### config.mk
export PLATFORM = sky130hd
export DESIGN_NAME = cc20_front
export DESIGN_NICKNAME = d
export VERILOG_FILES = /design/src/rtl/core/cc20_pkg.sv /design/src/rtl/core/cc20_front.sv
export VERILOG_INCLUDE_DIRS = /design/src /design/src/rtl/core
export SDC_FILE = /design/constraint.sdc
export NUM_CORES = 1
export LEC_CHECK = 0
export BUFFER_PORTS_ARGS = -buffer_cell sky130_fd_sc_hd__buf_4
export CORE_ASPECT_RATIO = 2
export CORE_MARGIN = 4
export CORE_UTILIZATION = 52
export DETAILED_ROUTE_END_ITERATION = 10
export PLACE_DENSITY = 0.85
export SETUP_SLACK_MARGIN = 0.05
export SLEW_MARGIN = 20
export SYNTH_ARGS = -nofsm -noshare
export SYNTH_HDL_FRONTEND = slang
export SYNTH_SLANG_ARGS = --single-unit
### constraint.sdc
create_clock -name i_clk -period 4 [get_ports i_clk]
set_input_delay 0 -clock i_clk [delete_from_list [all_inputs] [get_ports i_clk]]
set_output_delay 0 -clock i_clk [all_outputs]
set_load 0.01 [all_outputs]
### src/rtl/core/chacha20_stream_cipher_unit_macros.svh
// Assertion macros shared by the cipher unit modules.
`ifndef CHACHA20_STREAM_CIPHER_UNIT_MACROS_SVH
`define CHACHA20_STREAM_CIPHER_UNIT_MACROS_SVH
// Implication checked at every clock edge outside reset.
`define CC_ASSERT_IMP(label, clk, rst_n, ante, cons) \
    label: assert property (@(posedge clk) disable iff (!rst_n) (ante) |-> (cons)) \
        else $error("assertion failed");
// Next-cycle implication checked outside reset.
`define CC_ASSERT_NEXT(label, clk, rst_n, ante, cons) \
    label: assert property (@(posedge clk) disable iff (!rst_n) (ante) |=> (cons)) \
        else $error("assertion failed");
`endif

### src/rtl/core/cc20_pkg.sv
// Package with types, constants and round helpers for the cipher unit.
`timescale 1ns / 1ps
package cc20_pkg;
    localparam int DOUBLE_ROUNDS = 10;
    localparam int RND_W = 5;
    localparam logic [RND_W-1:0] LAST_HALF = RND_W'(2 * DOUBLE_ROUNDS - 1);
    localparam int QD = 2;
    localparam int QA_W = 1;

    localparam logic [2:0] REG_KEY0 = 3'd0;
    localparam logic [2:0] REG_KEY1 = 3'd1;
    localparam logic [2:0] REG_KEY2 = 3'd2;
    localparam logic [2:0] REG_KEY3 = 3'd3;
    localparam logic [2:0] REG_NONCE0 = 3'd4;
    localparam logic [2:0] REG_NONCE1 = 3'd5;
    localparam logic [2:0] REG_CTR = 3'd6;

    localparam logic [31:0] SIGMA0 = 32'h61707865;
    localparam logic [31:0] SIGMA1 = 32'h3320646e;
    localparam logic [31:0] SIGMA2 = 32'h79622d32;
    localparam logic [31:0] SIGMA3 = 32'h6b206574;

    typedef struct packed {
        logic [7:0] data_in;
        logic       last_byte;
    } t_in;

    typedef struct packed {
        logic [7:0] data_out;
        logic       last_out;
    } t_out;

    // Front-to-back work entry
    typedef struct packed {
        logic [7:0] data;
        logic       last;
        logic       new_blk;
        logic [5:0] offset;
        logic [31:0] counter;
    } t_job;

    typedef logic [15:0][31:0] t_state;

    function automatic logic [31:0] rotl(input logic [31:0] v, input int n);
        rotl = (v << n) | (v >> (32 - n));
    endfunction

    function automatic logic [127:0] qr(input logic [31:0] a, input logic [31:0] b,
                                       input logic [31:0] c, input logic [31:0] d);
        logic [31:0] ta, tb, tc, td;
        ta = a + b; td = rotl(d ^ ta, 16);
        tc = c + td; tb = rotl(b ^ tc, 12);
        ta = ta + tb; td = rotl(td ^ ta, 8);
        tc = tc + td; tb = rotl(tb ^ tc, 7);
        qr = {ta, tb, tc, td};
    endfunction
endpackage

### src/rtl/core/cc20_front.sv
// Front end: accepts bytes, tracks offset and counter, queues jobs.
`timescale 1ns / 1ps
module cc20_front (
    input  logic            i_clk,
    input  logic            i_rst_n,
    input  logic            i_valid,
    output logic            o_stall,
    input  cc20_pkg::t_in   i_data,
    input  logic [31:0]     i_init_ctr,
    output logic            o_job_valid,
    output cc20_pkg::t_job  o_job,
    input  logic            i_job_pop
);
    import cc20_pkg::*;

    t_job r_q [QD];
    logic [QA_W-1:0] r_wp, r_rp;
    logic [QA_W:0] r_cnt;
    logic [5:0] r_off;
    logic [31:0] r_ctr;
    logic r_start;
    logic push;
    logic [5:0] off_use;
    logic [31:0] ctr_use;

    assign o_stall = (r_cnt == (QA_W+1)'(QD));
    assign push = i_valid && !o_stall;
    assign off_use = r_start ? 6'd0 : r_off;
    assign ctr_use = r_start ? i_init_ctr : r_ctr;
    assign o_job_valid = (r_cnt != '0);
    assign o_job = r_q[r_rp];

    always_ff @(posedge i_clk) begin
        if (push) begin
            r_q[r_wp] <= '{data: i_data.data_in, last: i_data.last_byte,
                           new_blk: (off_use == 6'd0), offset: off_use, counter: ctr_use};
        end
        if (!i_rst_n) begin
            r_wp <= '0; r_rp <= '0; r_cnt <= '0;
            r_off <= '0; r_ctr <= '0; r_start <= 1'b1;
        end else begin
            if (push) begin
                r_wp <= r_wp + 1'b1;
                r_off <= off_use + 6'd1;
                r_ctr <= (off_use == 6'd63) ? ctr_use + 32'd1 : ctr_use;
                r_start <= i_data.last_byte;
            end
            if (i_job_pop) r_rp <= r_rp + 1'b1;
            r_cnt <= r_cnt + (QA_W+1)'(push) - (QA_W+1)'(i_job_pop);
        end
    end

    `include "chacha20_stream_cipher_unit_macros.svh"
    `CC_ASSERT_IMP(a_pop_nonempty, i_clk, i_rst_n, i_job_pop, o_job_valid)
    `CC_ASSERT_IMP(a_cnt_range, i_clk, i_rst_n, 1'b1, r_cnt <= (QA_W+1)'(QD))
    `CC_ASSERT_NEXT(a_last_restart, i_clk, i_rst_n, push && i_data.last_byte, r_start)
endmodule

=== Word level (Yosys, flattened, before mapping) ===
Memory sizes are Yosys's and may differ from the RTL's. A register that Yosys moved wholly into a read port is not among the register bits.
Cells that the tools add are included.

* Equal/unequal tests: 2
* Muxes and demuxes: 7
* Reduce and logical (&&, ||, !) cells: 4
* Add/sub/neg operators: 6

{| class="wikitable"
|+ Operators by type and width
! kind !! count
|-
| $mux W32 || 2
|-
| $add A32 B1 Y32 const B || 1
|-
| $add A6 B1 Y6 const B || 1
|-
| $eq A6 B6 Y1 const B || 1
|-
| $logic_not A6 Y1 || 1
|-
| $mux W6 || 1
|-
| $mux W1 || 4
|-
| $add A1 B1 Y1 const B || 2
|-
| $add A2 B1 Y2 || 1
|-
| $eq A2 B2 Y1 const B || 1
|-
| $reduce_bool A2 Y1 || 1
|-
| $sub A2 B1 Y2 || 1
|-
| $logic_and A1 B1 Y1 || 1
|-
| $logic_not A1 Y1 || 1
|}

* Output and inout bits: 50
* Memories kept: 1
* RAM bits: 96
* Bits of input ports: 45
* Register bits after elaboration: 43

{| class="wikitable"
|+ Memories
! memory !! words !! width !! read ports !! clocked after memory_dff !! write ports !! RTL line !! text
|-
| r_q || 2 || 48 || 1 || 1 || 1 || cc20_front.sv:16 || <nowiki>t_job r_q [QD];</nowiki>
|}

=== Depth between registers and ports, before layout ===
Gate-level depths: netlist of run 1.

* Depth in word-level cells: 5
* Depth in mapped cells: 13

=== Worst setup path after synthesis of run 1 ===
OpenSTA, ideal clock, no wires.

* Kind: register -> register
* Start point: register r_cnt[0]
* End point: memory r_q[0][0] in the netlist's numbering (enable)
* Cell stages (with the launch flop): 9
* Slack: 0.254 ns
* Library setup time: 0.454 ns
* Arrival: 3.292 ns
* Data required time: 3.546 ns
* Cell sequence: dfxtp_1 > nand2b_1 > and2_1 > buf_2 > inv_1 > clkbuf_1 > buf_4 > clkbuf_1 > nor2_1

* Cells in the longest elaborated chain, start to end: 5

{| class="wikitable"
|+ RTL lines
! what !! RTL line !! text
|-
| from (decl) || cc20_front.sv:18 || <nowiki>logic [QA_W:0] r_cnt;</nowiki>
|-
| from (signal assigned) || cc20_front.sv:49 || <nowiki>r_cnt <= r_cnt + (QA_W+1)'(push) - (QA_W+1)'(i_job_pop);</nowiki>
|-
| $eq A2 B2 Y1 || cc20_front.sv:26 || <nowiki>assign o_stall = (r_cnt == (QA_W+1)'(QD));</nowiki>
|-
| $logic_not A1 Y1 || cc20_front.sv:27 || <nowiki>assign push = i_valid && !o_stall;</nowiki>
|-
| $logic_and A1 B1 Y1 || cc20_front.sv:27 ||
|-
| $mux W1 || cc20_front.sv:34 || <nowiki>if (push) begin</nowiki>
|-
| $mux W1 (implied by the code) || cc20_front.sv:35 || <nowiki>r_q[r_wp] <= '{data: i_data.data_in, last: i_data.last_byte,</nowiki>
|-
| to (decl) || cc20_front.sv:16 ||
|}

No other way between the ends.

=== Worst setup path after layout of run 1 ===
* Start point: register r_start
* End point: register r_ctr[22]

* Cells in the longest elaborated chain, start to end: 3
* Elaborated cells on any way between the ends: 5

{| class="wikitable"
|+ RTL lines
! what !! RTL line !! text
|-
| from (decl) || cc20_front.sv:21 || <nowiki>logic r_start;</nowiki>
|-
| from (signal assigned) || cc20_front.sv:46 || <nowiki>r_start <= i_data.last_byte;</nowiki>
|-
| $mux W32 or $mux W6 (tied branches) || cc20_front.sv:29, cc20_front.sv:28 ||
|-
| $add A32 B1 Y32 or $eq A6 B6 Y1 (tied branches) || cc20_front.sv:45 || <nowiki>r_ctr <= (off_use == 6'd63) ? ctr_use + 32'd1 : ctr_use;</nowiki>
|-
| $mux W32 (*) || cc20_front.sv:45 ||
|-
| to (signal assigned) || cc20_front.sv:45 ||
|-
| to (decl) || cc20_front.sv:20 || <nowiki>logic [31:0] r_ctr;</nowiki>
|}

Every way passes the cells marked *; elsewhere a longest branch is shown, timed or not.
A chain may end at the register's enable or synchronous reset.

==> results of run 1 <==
## cell type report
class	instances	area share
multi-input cells	379	0.3340
flip-flops and latches	140	0.4436
inverters	14	0.006190
clock buffers	18	0.05173
clock inverters	14	0.01621
repair buffers	132	0.1259
well taps	152	0.02240
## registers in the layout, summed over array words and instances, names as in the netlist, named ones only
signal / flops
r_ctr: 32
r_rp: 1
r_wp: 1
r_off: 6
r_start: 1
r_q: 96
r_cnt: 2
## routing by layer
layer  track usage  share of wire  vias to the layer above
li1              -              -                     2413
met1        0.2487           0.37                     2478
met2        0.3961           0.53                      228
met3       0.04215          0.053                       63
met4        0.1218          0.047                        0
met5             0              0                        -
## logic make-up (layout without fill, tap and decap cells)
kind of cell	after synthesis	in the layout	synth area share
AND/OR/NAND/NOR	205	205	0.1746
flip-flops	140	140	0.5506
AO/OA/AOI/OAI	82	82	0.09116
multiplexers	76	76	0.1245
buffers and inverters	47	178	0.03588
XOR/XNOR	11	11	0.01409
adder cells (fa/ha/maj)	5	5	0.009152
## Yosys cell counts, types with 2 or more instances
| library cell | n |
|---|---|
| edfxtp_1 | 96 |
| buf_8 | 3 |
| ha_1 | 5 |
| o2111ai_1 | 11 |
| a31o_2 | 2 |
| nand2b_1 | 2 |
| nor2_1 | 10 |
| a21oi_1 | 16 |
| xnor2_1 | 6 |
| nand3_1 | 58 |
| a21o_1 | 6 |
| a32o_1 | 3 |
| o41ai_1 | 2 |
| xor2_1 | 5 |
| and2_1 | 5 |
| buf_4 | 4 |
| nor2b_1 | 10 |
| nand3b_1 | 7 |
| or2_2 | 2 |
| nor4b_1 | 2 |
| and3_1 | 4 |
| a22oi_4 | 2 |
| clkbuf_1 | 17 |
| dfxtp_1 | 44 |
| o311ai_0 | 6 |
| buf_2 | 6 |
| o21ai_0 | 13 |
| or3_1 | 14 |
| nor3_1 | 5 |
| or4_1 | 9 |
| nand4_1 | 9 |
| o211ai_1 | 6 |
| mux2i_1 | 4 |
| mux2_2 | 71 |
| o31ai_1 | 3 |
| nand3_2 | 5 |
| a22oi_2 | 2 |
| inv_1 | 14 |
| o311ai_1 | 4 |
| nand3b_4 | 3 |
| nand2_1 | 51 |
## critical path, delay by kind of cell (launching register included)
family	cells	cell delay [ps]
AOI/OAI and AO/OA	2	390
buffers and inverters	1	620
DFF	1	470
and+or+nand+nor	3	1280
## path summary, 6_finish.rpt
kind | startpoint | slack (ps) | cells past startpoint | endpoint
max reg2reg | r_start$_SDFFE_PN1P_ | 1110 | 6 | r_ctr[22]$_SDFFE_PN0P_
min | i_init_ctr[14] | 20 | 2 | r_q[1][14]$_DFFE_PP_
min reg2reg | r_ctr[26]$_SDFFE_PN0P_ | 500 | 2 | r_ctr[26]$_SDFFE_PN0P_
max | r_start$_SDFFE_PN1P_ | 1110 | 6 | r_ctr[22]$_SDFFE_PN0P_
## stage by stage
step	worst slack (ps)	utilization	hold WS, ps	total power [mW]	instance area, um2
final	1111	0.6571	17.25	4.486	8489
after global placement	1345	0.5885	185.9	2.901	7602
after CTS	1183	0.6571	4.807	4.502	8489
after global routing	899.4	0.6571	11.99	4.669	8489
after floorplan	253.8	-	98.87	2.574	6835
after detailed placement	1211	0.5885	188.6	2.950	7602
## where the power goes
part	total, mW	switching, mW	internal (mW)
clock	1.53	0.648	0.885
combinational	1.01	0.550	0.456
sequential	1.95	0.116	1.83
total	4.49	1.31	3.17
## repair_timing
| item | 4_1_cts | 5_1_grt |
|---|---|---|
| setup endpoints to repair | 0 | 0 |
| endpoints found under the hold margin | 63 | 0 |
| hold buffers | 31 | 0 |
==> flow_summary.json, run 1 <==
{
  "synth_area_mm2": 0.006835,
  "wl_per_cell_um": 19.47,
  "cts_resized": 0,
  "finalNonFillerCells": 849,
  "power_density_mw_per_mm2": 528.4,
  "slew-limit-headroom": 0.2727,
  "slew_violations": 0,
  "dpl.hpwl_mm": 11.07,
  "first_global_vias": 5303,
  "cp.required_ps": 4340,
  "startpoint_type": "register",
  "gp_congestion": 0.8763,
  "io_pins": 95,
  "firstDrtPassIters": 5,
  "routed_wl_mm": 16.53,
  "setup_viol": 0,
  "yosys_warnings": 0,
  "rsz0062_at_grt": "false",
  "die-width_um": 89.07,
  "antenna_cells": 0,
  "start_util": 0.5291,
  "std_cell_rows": 59,
  "yosys-top-cells-area": "edfxtp_1 42%, dfxtp_1 13%, mux2_2 12%",
  "nFillCells": 943,
  "grtUsageTotal": 0.2252,
  "ys.flop_type": "edfxtp_1",
  "io_buffers": 94,
  "slowest_stage": "buf_4",
  "synth_top_area_share": 0.4217,
  "min_period_ps": 2889,
  "grt_max_degree": 71,
  "cts_buffer_depth": 2,
  "insertion_delay_ps": 420,
  "syn-num-nets": 616,
  "ys_ff_latch": 140,
  "multi_input_area_mm2": 0.002835,
  "vdd_drop_max_mv": 0.4183,
  "skew_ps": 12.10,
  "clk_pin_slew_ps": 60,
  "synth.distinct_cells": 60,
  "period_share": 0.7222,
  "seq_area_mm2": 0.003766,
  "cts_tree": "yes",
  "antenna_left": 0,
  "crit_path_cell_trace": "buf_4 -> nand3_1 -> a22oi_4 -> nand3_1 -> or4_1 -> o211ai_1",
  "syn_inst": 566,
  "grt_first_pass_wirelength_mm": 26.21,
  "path_class": "register to register",
  "coreArea_mm2": 0.01292,
  "worstMarginPinSlew_ps": 1090,
  "grt_overflow_total": 0,
  "cts-root-buf": "clkbuf_16",
  "p_leak_nw": 3.184,
  "dp_cells": 786,
  "path_common_cell": "nand3_1",
  "async_reset_ff_frac": 0,
  "via_per_inst": 6.104,
  "fmax_mhz": 346.2,
  "cp.arrival_ps": 3230,
  "die_h_um": 170.1,
  "synth_edf_count": 96,
  "initialDrtViolationCount": 479,
  "slowest_delay_ps": 620,
  "area_delta_synth_final_pct": 24.20,
  "hold_path_class": "primary input to register",
  "htreeDepth": 4,
  "hold_viol_final": 0,
  "worstPathMaxFanout": 70,
  "syn_avg_cell_area_um2": 12.08,
  "cts_buffers": 17,
  "cts.sink_count": 140,
  "final_common_cell": "buf_4",
  "die-area_mm2": 0.01515,
  "synth_largest_area_cell": "edfxtp_1",
  "postCtsSetupRepairBufs": 0,
  "drv_cap": 0,
  "route.detailed.drc": 0,
  "antenna_found_initial": 0,
  "fin_nets": 734,
  "outcome": "completed",
  "final_cell_mix": "101 x buf_4, 96 x edfxtp_1, 71 x mux2_2",
  "vias": 5182,
  "drive_gt1_frac": 0.3271,
  "yosysSeqAreaShare": 0.5506,
  "setup.worst_path.end_class": "register",
  "tns_ps": 0
}
Power figures use the tool's default switching activity.
==> run 2, diff against run 1 <==
--- a/config.mk
+++ b/config.mk
@@ -9,9 +9,9 @@
 export BUFFER_PORTS_ARGS = -buffer_cell sky130_fd_sc_hd__buf_4
 export CORE_ASPECT_RATIO = 2
 export CORE_MARGIN = 4
-export CORE_UTILIZATION = 52
+export CORE_UTILIZATION = 58
 export DETAILED_ROUTE_END_ITERATION = 10
-export PLACE_DENSITY = 0.85
+export PLACE_DENSITY = 0.89
 export SETUP_SLACK_MARGIN = 0.05
 export SLEW_MARGIN = 20
 export SYNTH_ARGS = -nofsm -noshare
==> constraint.sdc (replaced) <==
create_clock -name i_clk -period 2.9 [get_ports i_clk]
set_input_delay 0 -clock i_clk [delete_from_list [all_inputs] [get_ports i_clk]]
set_output_delay 0 -clock i_clk [all_outputs]
set_load 0.01 [all_outputs]
==> flow_summary.json, run 2 (same netlist as run 1, synthesis figures left out) <==
{
  "startpoint_type": "register",
  "slowest_stage": "or4_1",
  "grt_max_degree": 57,
  "switchingPower_mw": 1.780,
  "cts.sink_count": 140,
  "stdcell_area_mm2": 0.008514,
  "fin_nets": 738,
  "antenna_found_initial": 0,
  "clkPwrFrac": 0.330,
  "die-area_mm2": 0.01369,
  "drive_gt1_frac": 0.3324,
  "p_int_mw": 4.364,
  "antenna_cells": 0,
  "initialDrtViolationCount": 519,
  "hold_path_class": "primary input to register",
  "min_period_ps": 2715,
  "routed_wl_mm": 17.53,
  "cp.arrival_ps": 3040,
  "path_buf_inv": 0,
  "top_register": "r_q",
  "outcome": "completed",
  "tns_ps": 0,
  "post_dp_cell_area_mm2": 0.007672,
  "setup.worst_path.end_class": "register",
  "worstPathMaxFanout": 10,
  "htreeDepth": 4,
  "cts_tree": "yes",
  "std_cell_rows": 55,
  "rsz0062_at_grt": "false",
  "clk_pin_slew_ps": 60,
  "grt_first_pass_wirelength_mm": 28.08,
  "dpl.hpwl_mm": 11.64,
  "skew_ps": 8.491,
  "via_per_inst": 6.288,
  "final_common_cell": "buf_4",
  "slew-limit-headroom": 0.5865,
  "nFillCells": 754,
  "cts_buffers": 17,
  "die-width_um": 84.76,
  "start_util": 0.5984,
  "worstMarginPinSlew_ps": 620.3,
  "p_leak_nw": 3.200,
  "die_h_um": 161.5,
  "slew_violations": 0,
  "finalNonFillerCells": 843,
  "vias": 5301,
  "route.detailed.drc": 0,
  "reg_top3": "r_q: 96 flops, r_ctr: 32 flops, r_off: 6 flops",
  "wl_per_cell_um": 20.79,
  "setup_viol": 0,
  "dp_cells": 782,
  "area_delta_synth_final_pct": 24.57,
  "multi_input_area_mm2": 0.002835,
  "period_share": 0.9362,
  "io_pins": 95,
  "power_frac_comb": 0.232,
  "antenna_left": 0,
  "insertion_delay_ps": 410,
  "crit_path_cell_trace": "nor2b_1 -> ha_1 -> nand3_2 -> nor3_2 -> nand4_4 -> or4_1 -> o211ai_1",
  "path_class": "register to register",
  "power_density_mw_per_mm2": 721.6,
  "grt_overflow_total": 0,
  "dpl_worst_slack_ps": 261.0,
  "hold_viol_final": 0,
  "fmax_mhz": 368.3,
  "cp.required_ps": 3230,
  "setup_slack_ps": 185.0,
  "pwr-share-seq": 0.437,
  "io_buffers": 94,
  "firstDrtPassIters": 5,
  "vdd_drop_max_mv": 0.5571,
  "cts_buffer_depth": 2,
  "crit_family": "simple AND/OR/NAND/NOR gates",
  "gp_congestion": 0.9216,
  "seq_area_mm2": 0.003766,
  "slowest_delay_ps": 560,
  "postCtsSetupRepairBufs": 0,
  "swShare": 0.2897,
  "grtUsageTotal": 0.2593,
  "cts-root-buf": "clkbuf_16",
  "post-route-util": 0.7453,
  "drv_cap": 0,
  "first_global_vias": 5481,
  "largest_reg_flops": 96,
  "coreArea_mm2": 0.01142,
  "final_cell_mix": "104 x buf_4, 96 x edfxtp_1, 71 x mux2_2"
}
-- run 2: changes by cell type in the layout (fill, tap and decap cells not counted), sizes merged --
cell / change
inv: -1
clkinv: -2
dlygate4sd3: -2
clkinvlp: +2
clkbuf: +1
buf: +6
-- run 2: layout make-up --
class / instances / area share
well taps: 142 / 0.02087
repair buffers: 136 / 0.1328
clock inverters: 13 / 0.01396
clock buffers: 19 / 0.05084
multi-input cells: 379 / 0.3330
flip-flops and latches: 140 / 0.4423
inverters: 14 / 0.006172
-- run 2: path summary, 6_finish.rpt --
| check | startpoint | end | slack [ps] | depth (start not counted) |
|---|---|---|---|---|
| max | r_start$_SDFFE_PN1P_ | r_ctr[29]$_SDFFE_PN0P_ | 190 | 7 |
| min | i_init_ctr[10] | r_q[1][10]$_DFFE_PP_ | 8 | 3 |
| max reg2reg | r_start$_SDFFE_PN1P_ | r_ctr[29]$_SDFFE_PN0P_ | 190 | 7 |
| min reg2reg | r_off[1]$_SDFFE_PN0P_ | r_off[1]$_SDFFE_PN0P_ | 490 | 2 |
-- run 2: power by group through the flow --
stage               logic [mW]  registers [mW]  clock network [mW]
global route              1.54            2.71                2.15
global placement          1.33            2.69                   0
detailed placement        1.38            2.72                   0
finish                    1.43            2.69                2.03
CTS                       1.43            2.68                2.05
floorplan                0.891            2.66                   0
-- run 2: repair_timing --
action | CTS | global route
setup endpoints to repair | 0 | 1
resized for setup | 0 | 1
hold buffers | 29 | 0
hold endpoints to repair | 58 | 0
-- run 2: worst register-to-register path, stage by stage, from the launching register on --
cell and delay (ps):
dfxtp_2 390, nor2b_1 300, ha_1 300, nand3_2 220, nor3_2 500, nand4_4 230
or4_1 570, o211ai_1 120
-- run 2: per-stage QoR --
step           total power, mW  hold WS (ps)
2_1_floorplan            3.548         98.87
3_3_place_gp             4.023         188.0
3_5_place_dp             4.100         191.7
4_1_cts                  6.159         1.057
5_1_grt                  6.393         20.18
6_report                 6.144         7.685
-- run 2: metal layers --
metal  vias up  wire [um]  track usage
met5         -          0            0
met1      2570       6144       0.2820
met2       275       9670       0.4757
met4         0        531       0.1073
li1       2411          -            -
met3        45       1181      0.05819
